--- src/design/kli_pkg.sv ---
package kli_pkg;
    localparam logic [1:0] ACT_TICK = 2'd0;
    localparam logic [1:0] ACT_SET  = 2'd1;
    localparam logic [1:0] ACT_SAVE = 2'd2;
    localparam logic [1:0] ACT_PLAY = 2'd3;
    localparam int STEP_BITS = 10;
    localparam logic [STEP_BITS-1:0] STEP_COUNT_RESET = 10'd190;
    localparam int CH_BITS = 4;
    localparam int OUT_BITS = 32;
endpackage

--- src/design/kli_div.sv ---
module kli_div import kli_pkg::*; #(
    parameter int VALUE_BITS = 32
) (
    input  logic                         i_clk,
    input  logic                         i_rst_n,
    input  logic                         i_start,
    input  logic signed [VALUE_BITS:0]   i_num,
    input  logic [STEP_BITS-1:0]         i_den,
    output logic                         o_done,
    output logic signed [VALUE_BITS-1:0] o_quo
);
    // restoring division on magnitude, one quotient bit per cycle
    localparam int NB = VALUE_BITS + 1;
    localparam int CB = $clog2(NB + 1);
    localparam logic signed [NB:0] QMAX = {3'b000, {(VALUE_BITS-1){1'b1}}};
    localparam logic signed [NB:0] QMIN = {3'b111, {(VALUE_BITS-1){1'b0}}};

    logic [NB-1:0]        r_q, n_q;
    logic [STEP_BITS-1:0] r_rem, n_rem;
    logic [STEP_BITS-1:0] r_den;
    logic                 r_neg;
    logic [CB-1:0]        r_cnt;
    logic                 r_busy, r_done;
    logic [STEP_BITS:0]   shifted;
    logic signed [NB:0]   sq;

    always_comb begin
        shifted = {r_rem, r_q[NB-1]};
        n_q = {r_q[NB-2:0], 1'b0};
        n_rem = shifted[STEP_BITS-1:0];
        if (shifted >= {1'b0, r_den}) begin
            n_rem = STEP_BITS'(shifted - {1'b0, r_den});
            n_q[0] = 1'b1;
        end
    end

    always_ff @(posedge i_clk) begin
        if (!i_rst_n) begin
            r_busy <= 1'b0;
            r_done <= 1'b0;
            r_cnt <= '0;
        end else begin
            r_done <= 1'b0;
            if (i_start) begin
                r_busy <= 1'b1;
                r_cnt <= CB'(NB);
            end else if (r_busy) begin
                r_cnt <= r_cnt - 1'b1;
                if (r_cnt == CB'(1)) begin
                    r_busy <= 1'b0;
                    r_done <= 1'b1;
                end
            end
        end
    end

    always_ff @(posedge i_clk) begin
        if (i_start) begin
            r_q <= i_num[NB-1] ? NB'(-i_num) : NB'(i_num);
            r_neg <= i_num[NB-1];
            r_rem <= '0;
            r_den <= (i_den == '0) ? STEP_BITS'(1) : i_den;
        end else if (r_busy) begin
            r_q <= n_q;
            r_rem <= n_rem;
        end
    end

    always_comb begin
        sq = r_neg ? -$signed({1'b0, r_q}) : $signed({1'b0, r_q});
        if (sq > QMAX) o_quo = QMAX[VALUE_BITS-1:0];
        else if (sq < QMIN) o_quo = QMIN[VALUE_BITS-1:0];
        else o_quo = sq[VALUE_BITS-1:0];
    end
    assign o_done = r_done;
endmodule

--- src/design/keyframe_linear_interpolator.sv ---
// Twelve-channel keyframe player. After reset the block clears its current values, one
// channel per cycle, and stalls its input meanwhile. Set, save and play items are taken
// one at a time: a save walks all channels, a play and every segment change compute one
// increment per channel on a serial divider. A tick reads each channel from the value
// memory, updates and writes it back while playing, and emits one result per channel,
// passing a read state and an emit state per channel; the emit waits while the output
// is stalled. Results go out through an output register.
module keyframe_linear_interpolator import kli_pkg::*; #(
    parameter int MAX_KEYFRAMES = 9,
    parameter int CHANNELS = 12,
    parameter int VALUE_BITS = 32
) (
    input  logic                 i_clk,
    input  logic                 i_rst_n,
    input  logic                 i_cfg_we,
    input  logic [STEP_BITS-1:0] i_cfg_wdata,
    input  logic                 i_valid,
    output logic                 o_stall,
    input  logic [1:0]           i_action,
    input  logic [CH_BITS-1:0]   i_channel,
    input  logic signed [31:0]   i_value,
    output logic                 o_valid,
    input  logic                 i_stall,
    output logic [CH_BITS-1:0]   o_out_channel,
    output logic signed [31:0]   o_out_value,
    output logic                 o_playing,
    output logic                 o_last
);
    localparam int CB = $clog2(CHANNELS + 1);
    localparam int KB = $clog2(MAX_KEYFRAMES + 1);
    localparam int KD = MAX_KEYFRAMES * CHANNELS;
    localparam int AB = $clog2(KD);
    localparam logic signed [VALUE_BITS:0] VMAX = {2'b00, {(VALUE_BITS-1){1'b1}}};
    localparam logic signed [VALUE_BITS:0] VMIN = {2'b11, {(VALUE_BITS-1){1'b0}}};

    localparam logic [3:0] S_IDLE = 4'd0, S_SET = 4'd1, S_SAVE = 4'd2, S_TICK = 4'd3,
        S_TWAIT = 4'd4, S_DRD = 4'd5, S_DRD2 = 4'd6, S_DST = 4'd7, S_DWT = 4'd8,
        S_TEMIT = 4'd9, S_CLR = 4'd10;

    logic signed [VALUE_BITS-1:0] cur_mem [CHANNELS];
    logic signed [VALUE_BITS-1:0] inc_mem [CHANNELS];
    logic signed [VALUE_BITS-1:0] kf_mem [KD];
    logic signed [VALUE_BITS-1:0] r_cur_rd, r_inc_rd, r_kf_rd, r_kf_a;

    logic [STEP_BITS-1:0] r_steps;
    logic [3:0]           r_state;
    logic [CB-1:0]        r_ch;
    logic [KB-1:0]        r_kcnt;
    logic [KB-1:0]        r_seg;
    logic [STEP_BITS-1:0] r_stepc;
    logic                 r_play, r_load, r_adv;
    logic [CH_BITS-1:0]   r_ich;
    logic signed [31:0]   r_ival;
    logic                 r_ovalid;
    logic [CH_BITS-1:0]   r_och;
    logic signed [31:0]   r_oval;
    logic                 r_oplay, r_olast;

    logic                 div_start, div_done;
    logic signed [VALUE_BITS-1:0] div_q;
    logic signed [VALUE_BITS:0]   diff, sum;
    logic signed [VALUE_BITS-1:0] sat_sum, sat_set;
    logic [STEP_BITS-1:0] eff;
    logic [AB-1:0]        kf_base;
    logic                 out_free;
    logic [CB-1:0]        ch_rd;

    assign eff = (r_steps == '0) ? STEP_BITS'(1) : r_steps;
    assign out_free = !r_ovalid || !i_stall;
    assign o_stall = (r_state != S_IDLE);
    assign kf_base = AB'(r_seg * CHANNELS);
    assign ch_rd = r_ch;

    always_comb begin
        // in S_DST r_kf_rd holds this keyframe, r_kf_a the next
        diff = $signed({r_kf_a[VALUE_BITS-1], r_kf_a}) - $signed({r_kf_rd[VALUE_BITS-1], r_kf_rd});
        sum = $signed({r_cur_rd[VALUE_BITS-1], r_cur_rd})
            + $signed({r_inc_rd[VALUE_BITS-1], r_inc_rd});
        if (sum > VMAX) sat_sum = VMAX[VALUE_BITS-1:0];
        else if (sum < VMIN) sat_sum = VMIN[VALUE_BITS-1:0];
        else sat_sum = sum[VALUE_BITS-1:0];
        sat_set = VALUE_BITS'(r_ival);
        if (VALUE_BITS < 32) begin
            if ($signed({{(VALUE_BITS+1){r_ival[31]}}, r_ival}) > $signed(VMAX))
                sat_set = VMAX[VALUE_BITS-1:0];
            else if ($signed({{(VALUE_BITS+1){r_ival[31]}}, r_ival}) < $signed(VMIN))
                sat_set = VMIN[VALUE_BITS-1:0];
        end
    end

    kli_div #(.VALUE_BITS(VALUE_BITS)) u_div (
        .i_clk(i_clk), .i_rst_n(i_rst_n), .i_start(div_start),
        .i_num(diff), .i_den(eff), .o_done(div_done), .o_quo(div_q)
    );
    assign div_start = (r_state == S_DST);

    // memories: registered reads, address from channel counter
    always_ff @(posedge i_clk) begin
        r_cur_rd <= cur_mem[ch_rd[$clog2(CHANNELS > 1 ? CHANNELS : 2)-1:0]];
        r_inc_rd <= inc_mem[ch_rd[$clog2(CHANNELS > 1 ? CHANNELS : 2)-1:0]];
    end

    always_ff @(posedge i_clk) begin
        if (!i_rst_n) begin
            r_state <= S_CLR;
            r_steps <= STEP_COUNT_RESET;
            r_kcnt <= '0;
            r_seg <= '0;
            r_stepc <= '0;
            r_play <= 1'b0;
            r_ovalid <= 1'b0;
            r_ch <= '0;
            r_load <= 1'b0;
            r_adv <= 1'b0;
        end else begin
            if (i_cfg_we) r_steps <= i_cfg_wdata;
            if (r_ovalid && !i_stall && r_state != S_TEMIT) r_ovalid <= 1'b0;
            case (r_state)
                S_CLR: begin
                    if (r_ch == CB'(CHANNELS - 1)) begin
                        r_ch <= '0;
                        r_state <= S_IDLE;
                    end else begin
                        r_ch <= r_ch + 1'b1;
                    end
                end
                S_IDLE: begin
                    r_ch <= '0;
                    if (i_valid) begin
                        r_ich <= i_channel;
                        r_ival <= i_value;
                        case (i_action)
                            ACT_SET: r_state <= S_SET;
                            ACT_SAVE: begin
                                if (r_kcnt < KB'(MAX_KEYFRAMES)) r_state <= S_SAVE;
                            end
                            ACT_PLAY: begin
                                if (!r_play && r_kcnt > KB'(1)) begin
                                    r_seg <= '0;
                                    r_stepc <= '0;
                                    r_load <= 1'b1;
                                    r_state <= S_DRD;
                                end else begin
                                    r_play <= 1'b0;
                                end
                            end
                            default: begin
                                if (r_play && r_stepc >= eff) begin
                                    if (r_kcnt < KB'(2) || r_seg + 1'b1 > r_kcnt - KB'(2)) begin
                                        r_seg <= '0;
                                        r_play <= 1'b0;
                                        r_adv <= 1'b0;
                                        r_state <= S_TICK;
                                    end else begin
                                        r_seg <= r_seg + 1'b1;
                                        r_stepc <= '0;
                                        r_load <= 1'b0;
                                        r_adv <= 1'b1;
                                        r_state <= S_DRD;
                                    end
                                end else begin
                                    r_adv <= 1'b0;
                                    r_state <= S_TICK;
                                end
                            end
                        endcase
                    end
                end
                S_SET: begin
                    r_state <= S_IDLE;
                end
                S_SAVE: begin
                    // r_cur_rd holds channel r_ch-1 after the first cycle
                    if (r_ch == CB'(CHANNELS)) begin
                        r_kcnt <= r_kcnt + 1'b1;
                        r_state <= S_IDLE;
                    end else begin
                        r_ch <= r_ch + 1'b1;
                    end
                end
                S_DRD: begin
                    r_state <= S_DRD2;
                end
                S_DRD2: begin
                    r_state <= S_DST;
                end
                S_DST: begin
                    r_state <= S_DWT;
                end
                S_DWT: begin
                    if (div_done) begin
                        if (r_ch == CB'(CHANNELS - 1)) begin
                            r_ch <= '0;
                            if (r_load) begin
                                r_play <= 1'b1;
                                r_state <= S_IDLE;
                            end else begin
                                r_state <= S_TICK;
                            end
                        end else begin
                            r_ch <= r_ch + 1'b1;
                            r_state <= S_DRD;
                        end
                    end
                end
                S_TICK: begin
                    r_state <= S_TWAIT;
                end
                S_TWAIT: begin
                    r_state <= S_TEMIT;
                end
                S_TEMIT: begin
                    if (out_free) begin
                        r_ovalid <= 1'b1;
                        r_och <= CH_BITS'(r_ch);
                        r_oplay <= r_play;
                        r_olast <= (r_ch == CB'(CHANNELS - 1));
                        if (r_play && !r_adv) r_oval <= 32'(sat_sum);
                        else r_oval <= 32'(r_cur_rd);
                        if (r_ch == CB'(CHANNELS - 1)) begin
                            r_ch <= '0;
                            if (r_play && !r_adv) r_stepc <= r_stepc + 1'b1;
                            r_state <= S_IDLE;
                        end else begin
                            r_ch <= r_ch + 1'b1;
                            r_state <= S_TWAIT;
                        end
                    end
                end
                default: r_state <= S_IDLE;
            endcase
        end
    end

    // write ports of the memories
    logic                         cur_we, inc_we, kf_we;
    logic [CH_BITS-1:0]           cur_wa, inc_wa;
    logic signed [VALUE_BITS-1:0] cur_wd;
    logic [AB-1:0]                kf_wa;
    logic [AB-1:0]                kf_ra;

    always_comb begin
        cur_we = 1'b0;
        cur_wa = CH_BITS'(r_ch);
        cur_wd = sat_sum;
        inc_we = (r_state == S_DWT) && div_done;
        inc_wa = CH_BITS'(r_ch);
        kf_we = (r_state == S_SAVE) && (r_ch != '0);
        kf_wa = AB'(r_kcnt * CHANNELS) + AB'(r_ch - 1'b1);
        case (r_state)
            S_CLR: begin
                cur_we = 1'b1;
                cur_wd = '0;
            end
            S_SET: begin
                cur_we = (r_ich < CH_BITS'(CHANNELS));
                cur_wa = r_ich;
                cur_wd = sat_set;
            end
            S_TEMIT: begin
                cur_we = out_free && r_play && !r_adv;
            end
            S_DWT: begin
                // play start loads keyframe 0 into the current values
                cur_we = div_done && r_load;
                cur_wd = r_kf_rd;
            end
            default: ;
        endcase
        // keyframe read: next keyframe in S_DRD, this keyframe in S_DRD2
        if (r_state == S_DRD) kf_ra = kf_base + AB'(CHANNELS) + AB'(r_ch);
        else kf_ra = kf_base + AB'(r_ch);
    end

    always_ff @(posedge i_clk) begin
        if (cur_we) cur_mem[cur_wa] <= cur_wd;
        if (inc_we) inc_mem[inc_wa] <= div_q;
        if (kf_we) kf_mem[kf_wa] <= r_cur_rd;
        r_kf_rd <= kf_mem[kf_ra];
        if (r_state == S_DRD2) r_kf_a <= r_kf_rd;
    end

    assign o_valid = r_ovalid;
    assign o_out_channel = r_och;
    assign o_out_value = r_oval;
    assign o_playing = r_oplay;
    assign o_last = r_olast;
endmodule

--- config.mk ---
export PLATFORM = sky130hd
export DESIGN_NAME = keyframe_linear_interpolator
export DESIGN_NICKNAME = d
export VERILOG_FILES = /design/src/design/kli_pkg.sv /design/src/design/kli_div.sv /design/src/design/keyframe_linear_interpolator.sv
export SDC_FILE = /design/constraint.sdc
export NUM_CORES = 2
export LEC_CHECK = 0
export BUFFER_PORTS_ARGS = -buffer_cell sky130_fd_sc_hd__buf_2
export CAP_MARGIN = 20
export CORE_MARGIN = 3
export CORE_UTILIZATION = 50
export CTS_CLUSTER_SIZE = 40
export DETAILED_ROUTE_END_ITERATION = 6
export HOLD_SLACK_MARGIN = 0.03
export PLACE_DENSITY = 0.65
export SLEW_MARGIN = 20
export SYNTH_ARGS = -nofsm -noshare
export SYNTH_HDL_FRONTEND = slang
export SYNTH_MEMORY_MAX_BITS = 65536
export SYNTH_SLANG_ARGS = --single-unit
--- constraint.sdc ---
create_clock -name i_clk -period 7.87 [get_ports i_clk]
set_input_delay 0.787 -clock i_clk [delete_from_list [all_inputs] [get_ports i_clk]]
set_output_delay 0.787 -clock i_clk [all_outputs]
set_load 0.1 [all_outputs]
==> summary.txt <==
Required @ worst endpoint - 8490 ps
1st-iter DRT viols - 11.6k
total track usage - 25.6%
Post-Route WL - 465 mm
worst-margin pin slew - 1200 ps
Setup Crit Path Kind - flip-flop to flip-flop
Die X - 603 um
clk sink count - 4528
DR DRC count - 0
CP max FO - 31
Root Buffer - clkbuf_16
net count after synthesis - 8722
Yosys reg bits - 4528
# rows - 218
Detail Route Antenna Nets - 0
slowest CP cell - nor2_1
CP top delay family - simple AND/OR/NAND/NOR gates
Slew Viols, Final - 0
# fillers - 25.8k
sequential share of the synthesized area - 75.5%
Max clock buf depth - 4
initial antenna violation count - 24
Setup crit end kind - flip-flop
cts repair resizes - 0
period utilization - 78.4%
setup ws final - 1700 ps
TNS Setup - 0 ps
GRT Residual Overflow - 0
predominant post-synthesis flop cell - edfxtp_1
WL/cell - 33.1 um
Final #Nets - 9107
Layout area overhead - 12.9%
vias in the first global route - 88.6k
worst-path cell chain - clkinv_1 -> ha_1 -> xor2_1 -> ha_1 -> inv_1 -> fa_1 -> inv_1 -> a21o_1 -> a21oi_1 -> xor2_1 -> xnor2_1 -> nor2_1 -> nand2_1 -> nor2_4 -> buf_4
IO Pins - 93
first-pass GRT wire length - 664 mm
First-pass DRT Iterations - 6
multi-input combinational cell area - 42400 um2
Synth Instances - 8539
fin area - 201000 um2
Rel. slew slack - 17.5%
RD Place Congestion - 0.923
die area - 363000 um2
worst min path class - primary input to flip-flop
largest net degree at the start of global routing - 147
share of layout cells above drive strength 1 - 26.5%
I/O Buffers - 92
Async SR Flop Fraction - 0%
slack of the worst reg-to-reg path - 1700 ps
Final min period - 6170 ps
RSZ-0062 raised after global routing - no
vias per cell - 6.32
Core Area - 353000 um2
Final Hold Vio Count - 0
Die Y - 603 um
fmax - 0.162 GHz
PD cells - 271 nW/um2
Area after DPL - 186000 um2
Reg clk slew, reported paths - 60 ps
skew final - 68.6 ps
Synthesis Warnings - 0
Leak - 63.8 nW
CTS tree - done
worst vdd ir - 226 uV
Final setup viols - 0
Post-DP HPWL - 282 mm
EDFF count, synth - 4374
WP data arrival - 6780 ps
via count - 88.9k
area occupied by registers - 135000 um2
CP Buf/Inv Count - 4
Avg Cell Area, Syn - 20.9 um2
Max-Cap Viols - 0
outcome - complete, no violations
CP Launch Type - flip-flop
Mapped Area - 178000 um2
slowest stage delay, CP - 760 ps
CTS Buf Count - 448
Synth cell types - 88
Starting Density - 50.4%
H-Tree Depth - 5
Clock Latency Late Sink - 1000 ps
Place WS - 1850 ps
[synthesized netlist by cell type, types with 10 or more instances]
cell         n  area, um2
inv_1      117        439
nor2_1     337       1260
o21ai_0    150        751
nand4_1     19        119
xor2_1      74        648
and3_1      20        125
o31ai_1     42        315
dfxtp_1    154       3080
o21a_1      18        135
a21boi_0    10       75.1
xnor2_1     78        683
ha_1       122       1530
o21ai_1     63        315
nor3_1      37        185
mux4_2    1252      28200
buf_1       70        263
a21o_1      41        308
a22oi_1     36        270
a31oi_1    119        744
edfxtp_1  4374     131000
a21oi_1    133        666
o21bai_1    14        105
clkbuf_1   295       1110
or3_1       18        113
a221oi_1    29        254
and2_1      20        125
nor2b_1     31        194
mux2i_1     37        370
buf_2       76        380
nand3_1     74        370
o22ai_1     28        175
nand2b_1    17        106
nand2_1    470       1760
o211ai_1    27        203
[sequential cells by signal (all words and copies together) (netlist names), 33 cells and up]
signal	flops
inc_mem	384
kf_mem	3456
cur_mem	384
u_div.r_q	33
[worst paths after layout]
path                                         startpoint                           end  depth (start not counted)
worst max-delay path              ch_rd[0]$_SDFFE_PN0P_      kf_mem[12][14]$_DFFE_PP_                         15
worst min-delay path                     i_cfg_wdata[0]       r_steps[0]$_SDFFE_PN0P_                          3
worst max register to register    ch_rd[0]$_SDFFE_PN0P_      kf_mem[12][14]$_DFFE_PP_                         15
worst min register to register  r_steps[4]$_SDFFE_PN1P_  u_div.r_den[4]$_SDFFCE_PN0P_                          0
[worst register-to-register path: cells and delay by family (launching register included)]
family	cells	cell delay (ps)
AND/OR/NAND/NOR	3	2230
XOR/XNOR	3	730
flip-flops	1	750
adder cells (fa/ha/maj)	3	1020
buffers and inverters	4	810
AO/OA/AOI/OAI	2	220
[final cells by class]
class | instances | area share (%)
Inverter | 122 | 0.231
Sequential cell | 4528 | 66.9
Multi-Input combinational cell | 3438 | 21.1
Tap cell | 4730 | 2.94
Timing Repair Buffer | 386 | 1.62
Clock inverter | 280 | 1.36
Antenna cell | 21 | 0.0261
Clock buffer | 547 | 5.82
[routing by layer]
layer | part of all wire, % | routed length (um) | vias to the layer above | track usage, %
li1 | - | - | 36200 | -
met4 | 4.9 | 22800 | 2 | 10.9
met5 | 0.0028 | 13 | - | 0
met1 | 39 | 181000 | 47500 | 36.6
met2 | 47 | 218000 | 4376 | 39.3
met3 | 9.1 | 42500 | 810 | 4.37
[cells by family after synthesis]
kind of cell    synth area share [%]
simple gates                    2.70
buf+inv                         1.30
fa+ha+maj                      0.947
mux                             16.1
flops                           75.5
compound gates                  2.75
xor+xnor                       0.748
[per-stage QoR]
| step | cells | hold WS [ps] | utilization, % | total power, mW |
|---|---|---|---|---|
| floorplan | 8539 | 431 | - | 31.4 |
| global placement | 13100 | 420 | 52.6 | 33.7 |
| detailed placement | 13200 | 416 | 52.7 | 33.8 |
| CTS | 14000 | 43.1 | 56.9 | 54.7 |
| global route | 14000 | 64.8 | 56.9 | 55.9 |
| finish | 14100 | 119 | 56.9 | 54.4 |
[timing repair]
| item | in CTS | in global routing |
|---|---|---|
| buffers inserted | 0 | 0 |
| hold buffers | 41 | 0 |
| endpoints found under the hold margin | 41 | 0 |
[report_power, final]
part | internal [mW] | switching, mW
clock | 12.0 | 9.06
sequential | 27.6 | 0.934
combinational | 1.62 | 3.23
[placed cells by master, fill, tap and decap left out, types with 122 or more instances in the layout]
cell type  netlist  layout
buf_4            3     218
nand2_1        470     464
clkbuf_16        0     449
edfxtp_1      4374    4374
a21oi_1        133     131
ha_1           122     122
nor2_4           0     123
o21ai_0        150     148
mux4_2        1252    1252
nor2_1         337     213
(Power assumes the default switching activity.)
